### src/bbe_pkg.sv
// ----------------------------------------------------------------------------
// bbe_pkg: shared types and constants of the 3x3 box blur
// Frame limits, word layouts of both channels, register indexes and the
// reciprocal table used to divide a window sum by its pixel count.
// ----------------------------------------------------------------------------
`default_nettype none

package bbe_pkg;

  // frame limits and derived widths
  localparam int MaxWidth  = 1024;
  localparam int MaxHeight = 1024;
  localparam int ColW      = (MaxWidth > 1) ? $clog2(MaxWidth) : 1;
  localparam int RowW      = (MaxHeight > 1) ? $clog2(MaxHeight) : 1;
  localparam int WLenW     = $clog2(MaxWidth + 1);
  localparam int HLenW     = $clog2(MaxHeight + 1);
  // item counter only needs to reach width + 2
  localparam int SeenCap   = MaxWidth + 2;
  localparam int SeenW     = $clog2(SeenCap + 1);

  // configuration registers
  localparam int                  DimW           = 11;
  localparam logic [DimW-1:0]     DimReset       = 11'd1024;
  localparam int                  CfgAddrW       = 1;
  localparam logic [CfgAddrW-1:0] RegImageWidth  = 1'b0;
  localparam logic [CfgAddrW-1:0] RegImageHeight = 1'b1;

  // mean arithmetic
  localparam int SumW       = 12;  // nine 8-bit values
  localparam int CntW       = 4;   // up to nine pixels
  localparam int NumW       = 13;  // 2 * sum + count
  localparam int RecipW     = 18;
  localparam int RecipShift = 18;
  localparam int ProdW      = NumW + RecipW;

  typedef struct packed {
    logic [7:0] red;
    logic [7:0] green;
    logic [7:0] blue;
  } rgb_t;

  // entry 3*r + c is row r, column c of the window, column 2 newest
  typedef rgb_t [8:0] window_t;

  typedef struct packed {
    logic [2:0] row_ok;
    logic [2:0] col_ok;
  } win_mask_t;

  typedef struct packed {
    logic       req_type;
    logic [7:0] in_red;
    logic [7:0] in_green;
    logic [7:0] in_blue;
  } in_word_t;

  typedef struct packed {
    logic [7:0] out_red;
    logic [7:0] out_green;
    logic [7:0] out_blue;
    logic       out_last;
  } out_word_t;

  // ceil(2^RecipShift / (2 * cnt)); exact floor division for numerators below 4600
  function automatic logic [RecipW-1:0] recip(input logic [CntW-1:0] cnt);
    logic [RecipW-1:0] r;
    case (cnt)
      4'd1:    r = RecipW'(131072);
      4'd2:    r = RecipW'(65536);
      4'd3:    r = RecipW'(43691);
      4'd4:    r = RecipW'(32768);
      4'd5:    r = RecipW'(26215);
      4'd6:    r = RecipW'(21846);
      4'd7:    r = RecipW'(18725);
      4'd8:    r = RecipW'(16384);
      4'd9:    r = RecipW'(14564);
      default: r = '0;
    endcase
    return r;
  endfunction

endpackage

`default_nettype wire

### src/bbe_mean.sv
// ----------------------------------------------------------------------------
// bbe_mean: masked window sum and rounded mean
// Sums each channel over the in-frame window pixels into registers, then
// divides (2*sum + count) by 2*count with a reciprocal multiply.
// ----------------------------------------------------------------------------
`default_nettype none

module bbe_mean (
  input  logic              clk,
  input  logic              load,
  input  bbe_pkg::window_t  window,
  input  bbe_pkg::win_mask_t mask,
  output bbe_pkg::rgb_t     mean
);

  import bbe_pkg::*;

  logic [SumW-1:0]  red_sum_next, green_sum_next, blue_sum_next;
  logic [CntW-1:0]  cnt_next;
  logic [SumW-1:0]  red_sum, green_sum, blue_sum;
  logic [CntW-1:0]  cnt;
  logic [RecipW-1:0] rcp;
  logic [NumW-1:0]  red_num, green_num, blue_num;
  logic [ProdW-1:0] red_prod, green_prod, blue_prod;

  // masked sums over the nine window taps
  always_comb begin
    red_sum_next   = '0;
    green_sum_next = '0;
    blue_sum_next  = '0;
    cnt_next       = '0;
    for (int r = 0; r < 3; r++) begin
      for (int c = 0; c < 3; c++) begin
        if (mask.row_ok[r] && mask.col_ok[c]) begin
          red_sum_next   = red_sum_next   + SumW'(window[r*3+c].red);
          green_sum_next = green_sum_next + SumW'(window[r*3+c].green);
          blue_sum_next  = blue_sum_next  + SumW'(window[r*3+c].blue);
          cnt_next       = cnt_next + CntW'(1);
        end
      end
    end
  end

  // sum stage registers
  always_ff @(posedge clk) begin
    if (load) begin
      red_sum   <= red_sum_next;
      green_sum <= green_sum_next;
      blue_sum  <= blue_sum_next;
      cnt       <= cnt_next;
    end
  end

  // rounded division; zero count gives zero through a zero reciprocal
  always_comb begin
    rcp        = recip(cnt);
    red_num    = {red_sum, 1'b0} + NumW'(cnt);
    green_num  = {green_sum, 1'b0} + NumW'(cnt);
    blue_num   = {blue_sum, 1'b0} + NumW'(cnt);
    red_prod   = ProdW'(red_num) * ProdW'(rcp);
    green_prod = ProdW'(green_num) * ProdW'(rcp);
    blue_prod  = ProdW'(blue_num) * ProdW'(rcp);
    mean.red   = red_prod[RecipShift +: 8];
    mean.green = green_prod[RecipShift +: 8];
    mean.blue  = blue_prod[RecipShift +: 8];
  end

endmodule

`default_nettype wire

### config.mk
export PLATFORM = sky130hd
export DESIGN_NAME = bbe_mean
export DESIGN_NICKNAME = d
export VERILOG_FILES = /design/src/bbe_pkg.sv /design/src/bbe_mean.sv
export SDC_FILE = /design/constraint.sdc
export NUM_CORES = 2
export LEC_CHECK = 0
export ABC_AREA = 0
export ABC_CLOCK_PERIOD_IN_PS = 13400
export BUFFER_PORTS_ARGS = -buffer_cell sky130_fd_sc_hd__buf_4
export CAP_MARGIN = 25
export CORE_ASPECT_RATIO = 0.5
export CORE_UTILIZATION = 55
export CTS_CLUSTER_DIAMETER = 40
export DETAILED_ROUTE_END_ITERATION = 10
export MAX_ROUTING_LAYER = met4
export PLACE_DENSITY = 0.76
export SLEW_MARGIN = 20
export SYNTH_ARGS = -nofsm -noshare
export SYNTH_HDL_FRONTEND = slang
export SYNTH_SLANG_ARGS = --single-unit
### constraint.sdc
create_clock -name clk -period 13.4 [get_ports clk]
set_input_delay 2.01 -clock clk [delete_from_list [all_inputs] [get_ports clk]]
set_output_delay 2.01 -clock clk [all_outputs]
set_load 0.01 [all_outputs]
==> results_dict.tcl <==
set metrics [dict create \
    vdd_drop_max_mv 0.3728 \
    place_hpwl_um 64340 \
    synth_seq_area_share 0.04801 \
    wire_per_inst_um 16.13 \
    grt_max_degree 48 \
    netlist_area_um2 32520 \
    max_stage_delay_ns 0.44 \
    row_count 62 \
    rsz0062_at_grt "no" \
    syn_to_final_growth_pct 9.203 \
    die_w_um 345.9 \
    worst_setup_path_start_kind "input pin" \
    cp.arrival_ns 11.27 \
    cap_violations 0 \
    syn_inst 3915 \
    grt-ovfl-total 0 \
    drt-pass1-iter-count 6 \
    cts_sinks 58 \
    finalCritPeriodShare 0.8353 \
    ys.flop_type "edfxtp_1" \
    synth_top_area_share 0.3250 \
    place_congestion 0.9145 \
    clockBufferDepth 2 \
    slew_violations 0 \
    core_area_um2 57870 \
    start_util 0.5620 \
    h-tree-depth 3 \
    sw_frac_of_total 0.5367 \
    io_buffers 247 \
    ys.warnings.count 0 \
    clkTransAtPathRegs_ns 0.05 \
    cts_hold_buf 0 \
    hold_class "flip-flop to flip-flop" \
    antenna_found_initial 7 \
    root_buffer "clkbuf_16" \
    tightest_slew_ns 0.9924 \
    drt-initial-drc-count 1528 \
    synth_edf_count 40 \
    grt_pass1_wl_um 133900 \
    grt_pass1_vias 28400 \
    p_clk_frac 0.025 \
    r2r-end "rcp[5]" \
    p_leak_nw 17.10 \
    slew_headroom 0.3352 \
    dr_total_vias 26970 \
    period_minus_slack_ns 11.19 \
    p_int_mw 4.386 \
    setup_viol 0 \
    fin_nets 5184 \
    drive_gt1_frac 0.1022 \
    power_frac_seq 0.041 \
    r2r_slack_ns 11.39 \
    ctsResizeCount 0 \
    layout_common_cells "619 x inv_1, 567 x nand2_1, 528 x fa_1" \
    power_switching_mw 5.082 \
    dieArea_um2 60170 \
    min_from "cnt[3]" \
    crit_required_ns 13.48 \
    r2r-start "cnt[1]" \
    skew_ns 0.003805 \
    power_mw 9.468 \
    async_flop_share 0 \
    slowest_stage "fa_1" \
    cts_tree "built" \
    fillers 4979 \
    placedCellCount 4822 \
    reg2reg_depth 7 \
    drc 0 \
    dieHeight_um 173.9 \
    final_common_cell "inv_1" \
    yosysTopAreaCell "fa_1" \
    power_density_nw_per_um2 266.6 \
    layoutNonFillerInstCount 4845 \
    clock_latency_ns 0.33 \
    synth_seq_cells 58 \
    io_pins 248 \
    yosys.cell_types.count 86 \
    critical_path_class "input pin to flip-flop" \
    tns_ns 0 \
    status "completed" \
    track_usage 0.2758 \
    synth_nets 5034 \
    max_freq_mhz 89.34 \
    worstSetupEndpointType "flip-flop" \
    power_frac_comb 0.934 \
    crit_top_cell "a21oi_1" \
    synthTopCellsByArea "fa_1 33%, ha_1 14%, inv_1 7.1%, nand2_1 6.5%, xnor2_1 4.0%" \
    drtAntennaViolNets 0 \
    viasPerCell 5.566 \
    hold_viol_final 0 \
    hold_end "rcp[11]" \
    drt_wl_total_um 78150 \
    hold_path_depth 3 \
    critPathMaxFanout 37 \
    cts-buffers-inserted 9 \
    syn-mean-instance-area_um2 8.307 \
    cts_setup_buffers 0 \
]
==> through the flow <==
stage | hold WS [ns] | utilization | cell area [um^2] | setup slack [ns]
global route | 0.9141 | 0.6137 | 35510 | 1.407
detailed placement | 0.8683 | 0.6080 | 35190 | 1.938
finish | 0.8429 | 0.6137 | 35510 | 2.207
global placement | 0.8542 | 0.6080 | 35190 | 2.238
floorplan | 0.6701 | - | 32520 | 2.256
CTS | 0.8701 | 0.6134 | 35500 | 2.265
==> registers in the layout, summed over array words and instances, names as in the netlist <==
name,cells
rcp,18
blue_sum,12
green_sum,12
red_sum,12
cnt,4
==> how the worst max path moves through the flow <==
stage / from / endpoint
after global placement: mask[0] / green_sum[11]
after global routing: mask[0] / green_sum[11]
after detailed placement: mask[0] / green_sum[11]
after CTS: mask[0] / green_sum[11]
final: mask[0] / green_sum[11]
after floorplan: mask[3] / blue_sum[10]
==> cell usage after synthesis, types with 15 or more instances <==
cell type,count
a21o_1,69
clkbuf_1,149
edfxtp_1,40
o211ai_1,17
xor2_1,65
a21oi_1,167
inv_1,619
o21bai_1,23
nor2b_1,201
nand2b_1,41
nand2_1,567
and3_1,42
mux2_2,52
and2_1,90
dfxtp_1,18
o21ai_0,104
nor3_1,44
fa_1,528
nand3_1,26
nor2_1,178
o31ai_1,15
o21ai_1,55
ha_1,367
o21a_1,66
mux2i_1,21
a211oi_1,28
xnor2_1,148
==> power by group through the flow <==
stage	clock network [mW]	logic (mW)	registers [mW]
after floorplan	0	6.46	0.278
after global placement	0	8.52	0.381
after detailed placement	0	8.90	0.385
after CTS	0.237	8.96	0.382
after global routing	0.244	10.2	0.395
final	0.234	8.85	0.388
==> routing by layer <==
metal,vias up,global-route usage,part of all wire
li1,12820,-,-
met1,13240,0.3306,0.42
met2,765,0.4923,0.50
met3,134,0.02140,0.049
met4,0,0.09130,0.033
met5,-,-,0
==> kinds of logic (layout without fill, tap and decap cells) <==
family          after synthesis  after routing  synth area share
buf+inv                     783            938           0.09060
simple gates               1227           1227            0.1771
other cells                   0              7                 0
xor+xnor                    220            220           0.06194
flops                        58             58           0.04801
mux                          74             74           0.02489
compound gates              657            657            0.1308
fa+ha+maj                   896            896            0.4666
==> worst max-delay path: cells and delay by family <==
family / cells / cell delay, ns
AOI/OAI and AO/OA: 17 / 3.22
buffers and inverters: 3 / 0.41
xor gates and xnor gates: 4 / 0.66
muxes: 1 / 0.28
and+or+nand+nor: 11 / 1.55
adders and majority gates: 10 / 3.11
==> layout make-up <==
| type | count | area, um^2 | area share |
|---|---|---|---|
| diodes | 7 | 17.52 | 0.0004932 |
| inverters | 622 | 2335 | 0.06574 |
| clock buffers | 13 | 292.8 | 0.008244 |
| multi-input cells | 3074 | 28070 | 0.7903 |
| clock inverters | 3 | 16.27 | 0.0004580 |
| repair buffers | 300 | 2252 | 0.06342 |
| well taps | 768 | 960.9 | 0.02706 |
| flip-flops and latches | 58 | 1574 | 0.04432 |
Note: power is estimated with default switching activity, not from simulation.
